## src/hdl/pfts_pkg.sv

```systemverilog
// ----------------------------------------------------------------------------
// Function table search package
// Shared sizes, request and status codes, and the command and status bundles
// that pass between the controller and the datapath.
// ----------------------------------------------------------------------------
package pfts_pkg;

   localparam int TABLE_DEPTH = 64;
   localparam int IDX_W       = $clog2(TABLE_DEPTH);
   localparam int CNT_W       = $clog2(TABLE_DEPTH + 1);
   localparam int IDENT_W     = 56;
   localparam int PLACE_W     = 32;
   localparam int RANK_W      = 6;
   localparam int OUT_IDX_W   = 6;

   localparam logic [1:0] REQ_INSERT = 2'd0;
   localparam logic [1:0] REQ_CLASS  = 2'd1;
   localparam logic [1:0] REQ_VENDOR = 2'd2;

   localparam logic [2:0] ST_INSERTED  = 3'd0;
   localparam logic [2:0] ST_ABSENT    = 3'd1;
   localparam logic [2:0] ST_FULL      = 3'd2;
   localparam logic [2:0] ST_FOUND     = 3'd3;
   localparam logic [2:0] ST_NOT_FOUND = 3'd4;

   localparam logic [31:0] ABSENT_ID       = 32'hFFFF_FFFF;
   localparam int          MF_BIT_POS      = 23;
   localparam logic [7:0]  BRIDGE_CLASS    = 8'h06;
   localparam logic [7:0]  BRIDGE_SUBCLASS = 8'h04;

   typedef enum logic [1:0] {
      S_IDLE,
      S_INSERT,
      S_SCAN
   } state_type;

   typedef struct packed {
      logic load;
      logic insert;
      logic scan;
      logic found;
      logic miss;
   } ctrl_cmd_type;

   typedef struct packed {
      logic is_search;
      logic hit;
      logic scan_end;
   } dp_status_type;

   // Reported indexes are the low six bits of the table index.
   function automatic logic [OUT_IDX_W-1:0] fit_index(input logic [CNT_W-1:0] value);
      logic [CNT_W+OUT_IDX_W-1:0] wide;
      wide = {{OUT_IDX_W{1'b0}}, value};
      return wide[OUT_IDX_W-1:0];
   endfunction

endpackage

```

## src/hdl/pfts_ctrl.sv

```systemverilog
// ----------------------------------------------------------------------------
// Function table controller
// Sequences inserts and scans and raises the result strobe.
// ----------------------------------------------------------------------------
module pfts_ctrl (
   input  logic                    clock,
   input  logic                    reset,
   input  logic                    start,
   input  logic [1:0]              req_type,
   input  pfts_pkg::dp_status_type status,
   output pfts_pkg::ctrl_cmd_type  cmd,
   output logic                    busy,
   output logic                    rsp_strobe
);
   import pfts_pkg::*;

   state_type state_ff, state_in;
   logic      rsp_strobe_ff, rsp_strobe_in;

   always_ff @(posedge clock) begin
      if (reset) begin
         state_ff      <= S_IDLE;
         rsp_strobe_ff <= 1'b0;
      end else begin
         state_ff      <= state_in;
         rsp_strobe_ff <= rsp_strobe_in;
      end
   end

   always_comb begin
      state_in = state_ff;
      cmd      = '0;
      busy     = 1'b1;
      unique case (state_ff)
         S_IDLE: begin
            busy = 1'b0;
            if (start) begin
               cmd.load = 1'b1;
               state_in = (req_type == REQ_INSERT) ? S_INSERT : S_SCAN;
            end
         end
         S_INSERT: begin
            cmd.insert = 1'b1;
            state_in   = S_IDLE;
         end
         S_SCAN: begin
            priority if (!status.is_search) begin
               cmd.miss = 1'b1;
               state_in = S_IDLE;
            end else if (status.hit) begin
               cmd.found = 1'b1;
               state_in  = S_IDLE;
            end else if (status.scan_end) begin
               cmd.miss = 1'b1;
               state_in = S_IDLE;
            end else begin
               cmd.scan = 1'b1;
            end
         end
         default: begin
            state_in = S_IDLE;
         end
      endcase
      rsp_strobe_in = cmd.insert || cmd.found || cmd.miss;
   end

   assign rsp_strobe = rsp_strobe_ff;

   assert property (@(posedge clock) disable iff (reset)
      start && !busy |=> busy)
      else $error("accepted request did not raise busy");

   assert property (@(posedge clock) disable iff (reset)
      rsp_strobe |-> !busy)
      else $error("result strobe while still working");

   assert property (@(posedge clock) disable iff (reset)
      rsp_strobe |=> !rsp_strobe)
      else $error("two results in a row");

endmodule

```

## config.mk

```make
export PLATFORM = sky130hd
export DESIGN_NAME = pfts_ctrl
export DESIGN_NICKNAME = d
export VERILOG_FILES = /design/src/hdl/pfts_pkg.sv /design/src/hdl/pfts_ctrl.sv
export SDC_FILE = /design/constraint.sdc
export NUM_CORES = 1
export LEC_CHECK = 0
export BUFFER_PORTS_ARGS = -buffer_cell sky130_fd_sc_hd__buf_2
export CAP_MARGIN = 5
export CORE_AREA = 2 2 39 41
export DETAILED_ROUTE_END_ITERATION = 7
export DIE_AREA = 0 0 41 43
export GPL_ROUTABILITY_DRIVEN = 1
export PLACE_DENSITY = 0.38
export SYNTH_ARGS = -nofsm -noshare
export SYNTH_HDL_FRONTEND = slang
export SYNTH_SLANG_ARGS = --single-unit
```

## constraint.sdc

```tcl
create_clock -name clock -period 2.6 [get_ports clock]
set_clock_uncertainty 0.2 [all_clocks]
set_input_delay 0.52 -clock clock [delete_from_list [all_inputs] [get_ports clock]]
set_output_delay 0.52 -clock clock [all_outputs]
set_load 0.005 [all_outputs]
```

==> impl_results.md, run 1 <==
- Outcome: finished, final reports clean
- Global-route usage over all layers: 0.0621
- Final std cells w/o fill: 54
- Io pins: 15
- Met2 routed WL: ~170 um
- Ys flop type: dfxtp_1
- Mapped Area: 174 um2
- Cts bufs inserted: 3
- Global-route wire length before repair: roughly 670 um
- GPL Wtd Cong: 0.642
- List of most frequent post-synthesis cells: dfxtp_1, a21oi_1, nand2b_1, nor2_1, nor2b_1
- Final setup viols: 0
- Post-Syn Instances: 20
- Ranking of synthesized cells by area: dfxtp_1, nor4b_2, nand2b_1
- Drc violations: 0
- M1 WL: 215 um
- Max Cap Viol: 0
- Ant. Diodes: 0
- Vias in the first global route: 171
- Longest Clk Path Bufs: 2
- Met3 wire length: approximately 48 um
- Effective utilization at floorplan: 0.126
- Post-synth top area share: 0.345
- Worst setup margin: just over 600 ps
- Crit. End Element: output pin
- Pre-CTS WS: around 620 ps
- Actual slew at the worst max-slew pin: roughly 190 ps
- CP max FO: 3
- Fraction of layout cells with a size suffix above 1: 0.526
- Post-synth EDFFs: 0
- CTS HTree Levels: 1
- RSZ-0062 raised after global routing: false
- Die height: 43 um
- WL final: about 430 um
- Setup Total Neg Slack: 0 ps
- Hold buffer count at CTS: 0
- Asr flop ratio synth: 0
- TritonRoute pass-1 iters: 4
- Initial antenna violation count: 0
- Via count: a little over 200
- Post-CTS setup buffers: 0
- Filler cells: 167
- Count of state elements after synthesis: 3
- Initial DRC count: 5
- Final ANT Viol Nets: 0
- Reg clk slew, reported paths: approximately 40 ps
- CTS tree: done
- Num rows: 14
- Final Max Slew Viols: 0
- Tot Pwr: about 0.15 mW
- Area Growth Syn to Fin: 66.9%
- Fmax: 505 MHz
- Hold slack: ~270 ps
- Synth warn: 0
- Count leader, synth: dfxtp_1
- CP Class: in -> out
- Chip Width: 41 um
- Final hold violations: 0
- Clk root buf: clkbuf_4
- I/O Buffers: 14
- Dpl cells: 50
- WP data required: 1880 ps
- Wirelength per Cell: 8.02 um
- Area leader, netlist: dfxtp_1
- Via density: around 3.8
- Worst setup SP type: input pin
- Clk Latency, worst-skew pair: between 200 and 250 ps
- Pin count of the biggest net entering global routing: 6
- Slew HR: 0.873
- Max VDD drop: 0.000115 V
- Die area: 1760 um2
- Worst min path class: in -> reg
- Post-layout min period: 1980 ps
- CP Data Arrival Time: about 1300 ps
- Syn nets: 28
- CTS sink cnt: 3
- Seq/Total Area, Yosys: 0.345
- Core ar.: between 1000 and 1500 um2
- Mean area per synthesized cell: between 8 and 9 um2
- PwrDens: between 500 and 600 nW/um2
- Final #Nets: 47
- Gr ovfl total: 0
- Top Layer Used: met3
- Final Cycle Share: 0.761
- Cell variety after synth: 14
- Leak: 0.148 nW
- Resize count post-CTS: 0
-- sequential cells by signal, summed over array words and instances, names as in the netlist --
register	cells
state_ff	2
rsp_strobe	1
-- worst paths after layout --
kind / slack [ps] / start / endpoint / depth (start not counted)
max: 620 / status[1] / cmd[2] / 4
min: 270 / req_type[1] / state_ff[0]$_SDFFE_PP0P_ / 2
min reg2reg: 400 / state_ff[1]$_SDFFE_PP0P_ / state_ff[1]$_SDFFE_PP0P_ / 2
max reg2reg: 1370 / state_ff[0]$_SDFFE_PP0P_ / state_ff[1]$_SDFFE_PP0P_ / 2
-- critical path, stage by stage --
cell and delay [ps]:
buf_2 110, or3b_1 420, nor2_1 100, buf_2 110
-- cell usage in the layout, fill, tap and decap left out, types with 2 or more instances in the layout --
master	Yosys	final
buf_2	0	14
clkbuf_4	0	3
dfxtp_1	3	3
nor2b_1	2	2
nand2b_1	2	2
a21oi_1	2	2
nor2_1	2	2
-- layout make-up --
cell class              count  area, um2  share of cell area
repair buffers             14       70.1               0.241
flip-flops and latches      3       60.1               0.207
well taps                  16       20.0              0.0690
multi-input cells          16        110               0.379
inverters                   1       3.75              0.0129
clock buffers               4       26.3              0.0905
-- per-stage QoR --
step,area (um2),util
2_1_floorplan,174,-
3_3_place_gp,264,0.191
3_5_place_dp,264,0.191
4_1_cts,290,0.210
5_1_grt,290,0.210
6_report,290,0.210
-- power breakdown --
part | internal (mW) | switching, mW
clock network | 0.0574 | 0.0217
registers | 0.0485 | 0.00160
logic | 0.0130 | 0.0117
-- per-layer routing --
| layer | vias to the layer above | global-route usage |
|---|---|---|
| li1 | 106 | - |
| met1 | 86 | 0.0735 |
| met2 | 13 | 0.0656 |
| met3 | 0 | 0.0314 |
| met4 | 0 | 0.0800 |
| met5 | - | 0 |
-- cells by family after synthesis --
kind of cell / count (synthesis) / synth area share
AO/OA/AOI/OAI: 4 / 0.158
flip-flops: 3 / 0.345
buffers and inverters: 1 / 0.0216
AND/OR/NAND/NOR: 12 / 0.475
No activity file was read; power rests on OpenSTA's default activity.
==> inputs of run 2 (changes only) <==
Settings changed: PLACE_DENSITY 0.38 to 0.39.
Clock period 2.6 ns to 1.65 ns, I/O delays scaled along.
==> run 2 against run 1 <==
Sequential share of layout area shrank 0.36 points. Via count grew 0.49%. Final area grew 3.9%. Largest cell class unchanged. Largest power group unchanged. Clock-buffer cell count is the same. Total power grew 60%. Highest routed layer unchanged.
==> impl_results.md, run 2 (same netlist as run 1, synthesis figures left out) <==
- Final #Nets: 48 (+2.1%)
- WP buf/inv: 1 (-1)
- CTS tree: done
- Most common cell after layout, fill and taps aside: buf_2
- CP Data Arrival Time: 1030 ps (-230 ps)
- Fraction of layout cells with a size suffix above 1: 0.590 (+0.0634)
- Post-CTS setup buffers: 0 (unchanged)
- Final std cells w/o fill: 55 (+1.9%)
- WL final: 422 um (-2.5%)
- Worst setup SP type: register
- Placed cell areas: 272 um2 (+2.8%)
- Initial antenna violation count: 0 (unchanged)
- RSZ-0062 raised after global routing: false
- Leak: 0.153 nW (+3.4%)
- Sequential power share: 0.322 (-0.004)
- Clk Latency, worst-skew pair: 230 ps (about the same)
- TritonRoute pass-1 iters: 2 (-2)
- Via density: 3.75 (-1.3%)
- Vias in the first global route: 187 (+9.4%)
- Chip Width: 41 um (unchanged)
- Sw power: 0.0568 mW (+62%)
- Drc violations: 0 (unchanged)
- GPL Wtd Cong: 0.601 (-6.5%)
- CTS sink cnt: 3 (unchanged)
- Combinational power share: 0.165 (+0.005)
- Gr ovfl total: 0 (unchanged)
- Clk root buf: clkbuf_4
- CP Class: reg -> out
- Slew HR: 0.869 (-0.00368)
- Actual slew at the worst max-slew pin: 196 ps (+5.51 ps)
- Clock network fraction of design power: 0.513 (about the same)
- Final ANT Viol Nets: 0 (unchanged)
- Slowest-stage cell, CP: dfxtp_1
- Core ar.: 1380 um2 (unchanged)
- Crit. End Element: output pin
- Final Cycle Share: 0.945
- CP max FO: 5 (+2)
- Crit-path leading delay family: simple AND/OR/NAND/NOR gates
- Effective utilization at floorplan: 0.126 (unchanged)
- Final Max Slew Viols: 0 (unchanged)
- Die area: 1760 um2 (unchanged)
- Most frequent cells in the layout: buf_2, clkbuf_4
- Top reg by flops: state_ff
- Final hold violations: 0 (unchanged)
- Wirelength per Cell: 7.67 um (-4.3%)
- Io pins: 15 (unchanged)
- Via count: 206 (+0.49%)
- I/O Buffers: 14 (unchanged)
- Ant. Diodes: 0 (unchanged)
- Global-route usage over all layers: 0.0622 (+0.0000623)
- Crit-path max cell delay: 330 ps (-90 ps)
- Setup Total Neg Slack: 0 ps (unchanged)
- Pint: 0.189 mW (+59%)
- Hold buffer count at CTS: 0 (unchanged)
- Worst setup margin: 90.7 ps (-530 ps)
- Global-route wire length before repair: 662 um (-1.0%)
- Max Cap Viol: 0 (unchanged)
- PwrDens: 816 nW/um2 (+54%)
- Num rows: 14 (unchanged)
- Post-layout min period: 1560 ps
- Die height: 43 um (unchanged)
- Final core utilization: 0.218 (+0.00814)
- Pre-CTS WS: 95.2 ps (-520 ps)
- CTS HTree Levels: 1 (unchanged)
- Tot Pwr: 0.246 mW (+60%)
- Cts bufs inserted: 3 (unchanged)
- Hold slack: 84.5 ps (-190 ps)
- Reg clk slew, reported paths: 40 ps (about the same)
- RR Startpoint: state_ff[0]$_SDFFE_PP0P_
- Dpl cells: 51 (+2.0%)
- WP data required: 1120 ps (-760 ps)
- Setup crit start: state_ff[0]$_SDFFE_PP0P_
- Max VDD drop: 0.000193 V (+68%)
- Fmax: approximately 640 MHz
- Final setup viols: 0 (unchanged)
- Switching Share: 0.231 (+0.00354)
- Area Growth Syn to Fin: 73.4%
- Hold_sp: req_type[1]
- Longest Clk Path Bufs: 2 (unchanged)
- Pin count of the biggest net entering global routing: 6 (unchanged)
- Worst min path class: in -> reg
- Worst-path cell chain: or2_1 > nor2_2 > buf_2
- Max reg flops: 2 (unchanged)
- Final Instance Area: 302 um2 (+3.9%)
- Outcome: finished, final reports clean
- Initial DRC count: 1 (-4)
==> run 2: changes by cell type in the layout (fill, tap and decap cells not counted), sizes merged <==
| cell | before | now |
|---|---|---|
| buf | 14 | 15 |
==> run 2: timing repair <==
action / CTS / global route
hold endpoints to repair: 0 / 0
endpoints found under the setup margin: 0 / 1
resized for setup: 0 / 2
==> run 2: power by group through the flow <==
stage | Clock (mW) | Combinational [mW] | Sequential (mW)
after floorplan | 0 | 0.0179 | 0.0797
after global placement | 0 | 0.0410 | 0.0801
after detailed placement | 0 | 0.0404 | 0.0800
after CTS | 0.132 | 0.0407 | 0.0789
after global routing | 0.140 | 0.0455 | 0.0798
final | 0.126 | 0.0406 | 0.0792
==> run 2: path summary, 6_finish.rpt <==
kind,cells after the start,to,slack [ps]
worst max-delay path,3,cmd[4],90
worst min-delay path,2,state_ff[0]$_SDFFE_PP0P_,80
worst max register to register,2,state_ff[1]$_SDFFE_PP0P_,410
worst min register to register,2,state_ff[1]$_SDFFE_PP0P_,360
==> run 2: layout make-up <==
type | count | area [um2]
Clock buffer | 4 | 26.3
Timing Repair Buffer | 15 | 77.6
Tap cell | 16 | 20.0
Fill cell | 164 | 1080
Inverter | 1 | 3.75
Sequential cell | 3 | 61.3
Multi-Input combinational cell | 16 | 113
==> run 2: routing by layer <==
metal	share of wire	global-route usage	vias to the layer above	wire, um
li1	-	-	109	-
met3	0.12	0.0314	0	50
met2	0.40	0.0750	15	169
met1	0.48	0.0641	82	202
met5	0	0	-	0
met4	0	0.0800	0	0
==> inputs of run 3 (changes only) <==
Settings changed: SKIP_LAST_GASP from default to 1.
Clock period 1.65 ns to 1.35 ns, I/O delays scaled along.
==> run 3 against run 2 <==
The run now ends with setup timing left. Setup slack worse by 240 ps. Critical path depth unchanged. Die area unchanged. Combinational power up 54%. Clock-buffer cell count unchanged. Hold slack worse by 74 ps. Sequential share of layout area down 1.4 points. Critical endpoint is now cmd[1].
==> impl_results.md, run 3 (same netlist as run 1, synthesis figures left out) <==
- Outcome: complete, but fails checks
- Failing checks: setup timing
- Clk Latency, worst-skew pair: 230 ps (about the same)
- GPL Wtd Cong: 0.635 (+5.7%)
- Reg-to-Reg End: state_ff[1]$_SDFFE_PP0P_
- RSZ-0062 raised after global routing: true
- Global-route wire length before repair: 772 um (+17%)
- Crit path depth: 3 (unchanged)
- CP Class: reg -> out
- Switching Share: 0.244 (+0.0136)
- Cts bufs inserted: 3 (unchanged)
- Max reg flops: 2 (unchanged)
- CP Data Arrival Time: 1030 ps (about the same)
- Max VDD drop: 0.000582 V (+200%)
- Most frequent cells in the layout: buf_2, clkbuf_4, buf_4
- CTS HTree Levels: 1 (unchanged)
- WL final: 466 um (+10%)
- Pre-CTS WS: -91.8 ps (-187 ps)
- Chip Width: 41 um (unchanged)
- Sw power: 0.0781 mW (+37%)
- Num rows: 14 (unchanged)
- Global-route usage over all layers: 0.0693 (+0.00709)
- Core ar.: 1380 um2 (unchanged)
- Effective utilization at floorplan: 0.126 (unchanged)
- Worst-path cell chain: nor2b_2 > and3_1 > buf_2
- WP data required: 880 ps (-240 ps)
- Hold buffer count at CTS: 0 (unchanged)
- Most common cell after layout, fill and taps aside: buf_2
- Crit-path max cell delay: 350 ps (+20 ps)
- R2R cell count: 2 (unchanged)
- Ant. Diodes: 0 (unchanged)
- Slew HR: 0.888 (+0.0188)
- CP max FO: 5 (unchanged)
- Io pins: 15 (unchanged)
- Area Growth Syn to Fin: 97.8%
- Drc violations: 0 (unchanged)
- Via count: 216 (+4.9%)
- Flop2flop setup slack: 120 ps (-290 ps)
- Reg clk slew, reported paths: 40 ps (about the same)
- RR Startpoint: state_ff[1]$_SDFFE_PP0P_
- Leak: 0.169 nW (+10%)
- Pint: 0.241 mW (+27%)
- WP buf/inv: 1 (unchanged)
- Final hold violations: 0 (unchanged)
- Initial DRC count: 1 (unchanged)
- Actual slew at the worst max-slew pin: 168 ps (-28.1 ps)
- Clk root buf: clkbuf_4
- Final std cells w/o fill: 57 (+3.6%)
- Longest Clk Path Bufs: 2 (unchanged)
- Placed cell areas: 279 um2 (+2.8%)
- TritonRoute pass-1 iters: 2 (unchanged)
- Initial antenna violation count: 0 (unchanged)
- Final Max Slew Viols: 0 (unchanged)
- Fraction of layout cells with a size suffix above 1: 0.707 (+0.118)
- Via density: 3.79 (+1.2%)
- Worst min path class: in -> reg
- Pin count of the biggest net entering global routing: 6 (unchanged)
- Vias in the first global route: 188 (+0.53%)
- CTS tree: done
- Die height: 43 um (unchanged)
- Final #Nets: 50 (+4.2%)
- Top reg by flops: state_ff
- Final Instance Area: 344 um2 (+14%)
- Sequential power share: 0.305 (-0.017)
- Crit-path leading delay family: flip-flops
- Final ANT Viol Nets: 0 (unchanged)
- Filler cells: 157 (-4.3%)
- Post-layout min period: about 1500 ps
- Worst setup SP type: register
- PwrDens: 928 nW/um2 (+14%)
- I/O Buffers: 14 (unchanged)
- Combinational power share: 0.196 (+0.031)
- Final Cycle Share: 1.11
- Slowest-stage cell, CP: dfxtp_4
- Final setup viols: 6 (+6)
- Hold_sp: req_type[1]
- Worst Setup EP: cmd[1]
- Wirelength per Cell: 8.18 um (+6.6%)
- Tot Pwr: 0.319 mW (+30%)
- Max Cap Viol: 0 (unchanged)
- Setup crit start: state_ff[1]$_SDFFE_PP0P_
- CTS sink cnt: 3 (unchanged)
- Clock network fraction of design power: 0.499 (-0.014)
- Post-DP HPWL: approximately 360 um
- Fmax: approximately 670 MHz
- Die area: 1760 um2 (unchanged)
- Gr ovfl total: 0 (unchanged)
- Crit. End Element: output pin
- Dpl cells: 52 (+2.0%)
- Worst setup margin: -148 ps (-238 ps)
==> run 3: how the worst min path moves through the flow <==
| stage | to | slack (ps) | depth (start not counted) |
|---|---|---|---|
| floorplan | state_ff[0]$_SDFFE_PP0P_ | 140 | 1 |
| global placement | state_ff[0]$_SDFFE_PP0P_ | 260 | 2 |
| detailed placement | state_ff[0]$_SDFFE_PP0P_ | 260 | 2 |
| CTS | state_ff[0]$_SDFFE_PP0P_ | 10 | 2 |
| global route | state_ff[0]$_SDFFE_PP0P_ | 8 | 2 |
| finish | state_ff[0]$_SDFFE_PP0P_ | 10 | 2 |
==> run 3: stage by stage <==
stage / TNS, ps / hold slack, ps / util
floorplan: 0 / 141 / -
global placement: -167 / 264 / 0.202
detailed placement: -182 / 262 / 0.202
CTS: -731 / 10.7 / 0.223
global route: -818 / 8.08 / 0.249
finish: -546 / 10.1 / 0.249
==> run 3: power groups by stage <==
| stage | logic, mW | registers (mW) | clock network, mW |
|---|---|---|---|
| after floorplan | 0.0219 | 0.0974 | 0 |
| after global placement | 0.0524 | 0.0979 | 0 |
| after detailed placement | 0.0517 | 0.0978 | 0 |
| after CTS | 0.0527 | 0.0969 | 0.168 |
| after global routing | 0.0687 | 0.0983 | 0.181 |
| final | 0.0627 | 0.0974 | 0.159 |
==> run 3: repair_timing <==
action / 4_1_cts / 5_1_grt
pin swaps: 1 / 3
cloned: 0 / 0
resized for setup: 2 / 7
setup endpoints to repair: 6 / 6
buffers inserted: 0 / 1
==> run 3: metal layers <==
layer / wire length, um / up-vias / GRT usage
met3: 84 / 0 / 0.0628
met2: 150 / 18 / 0.0719
met1: 231 / 87 / 0.0997
li1: - / 111 / -
met4: 0 / 0 / 0.0200
met5: 0 / - / 0
==> run 3: cell type report <==
class	count	area [um2]	area share
tap	16	20.0	0.0582
timing repair buffer	17	98.8	0.287
sequential	3	65.1	0.189
clock buffer	4	26.3	0.0764
multi-input combinational	16	130	0.378
inverter	1	3.75	0.0109
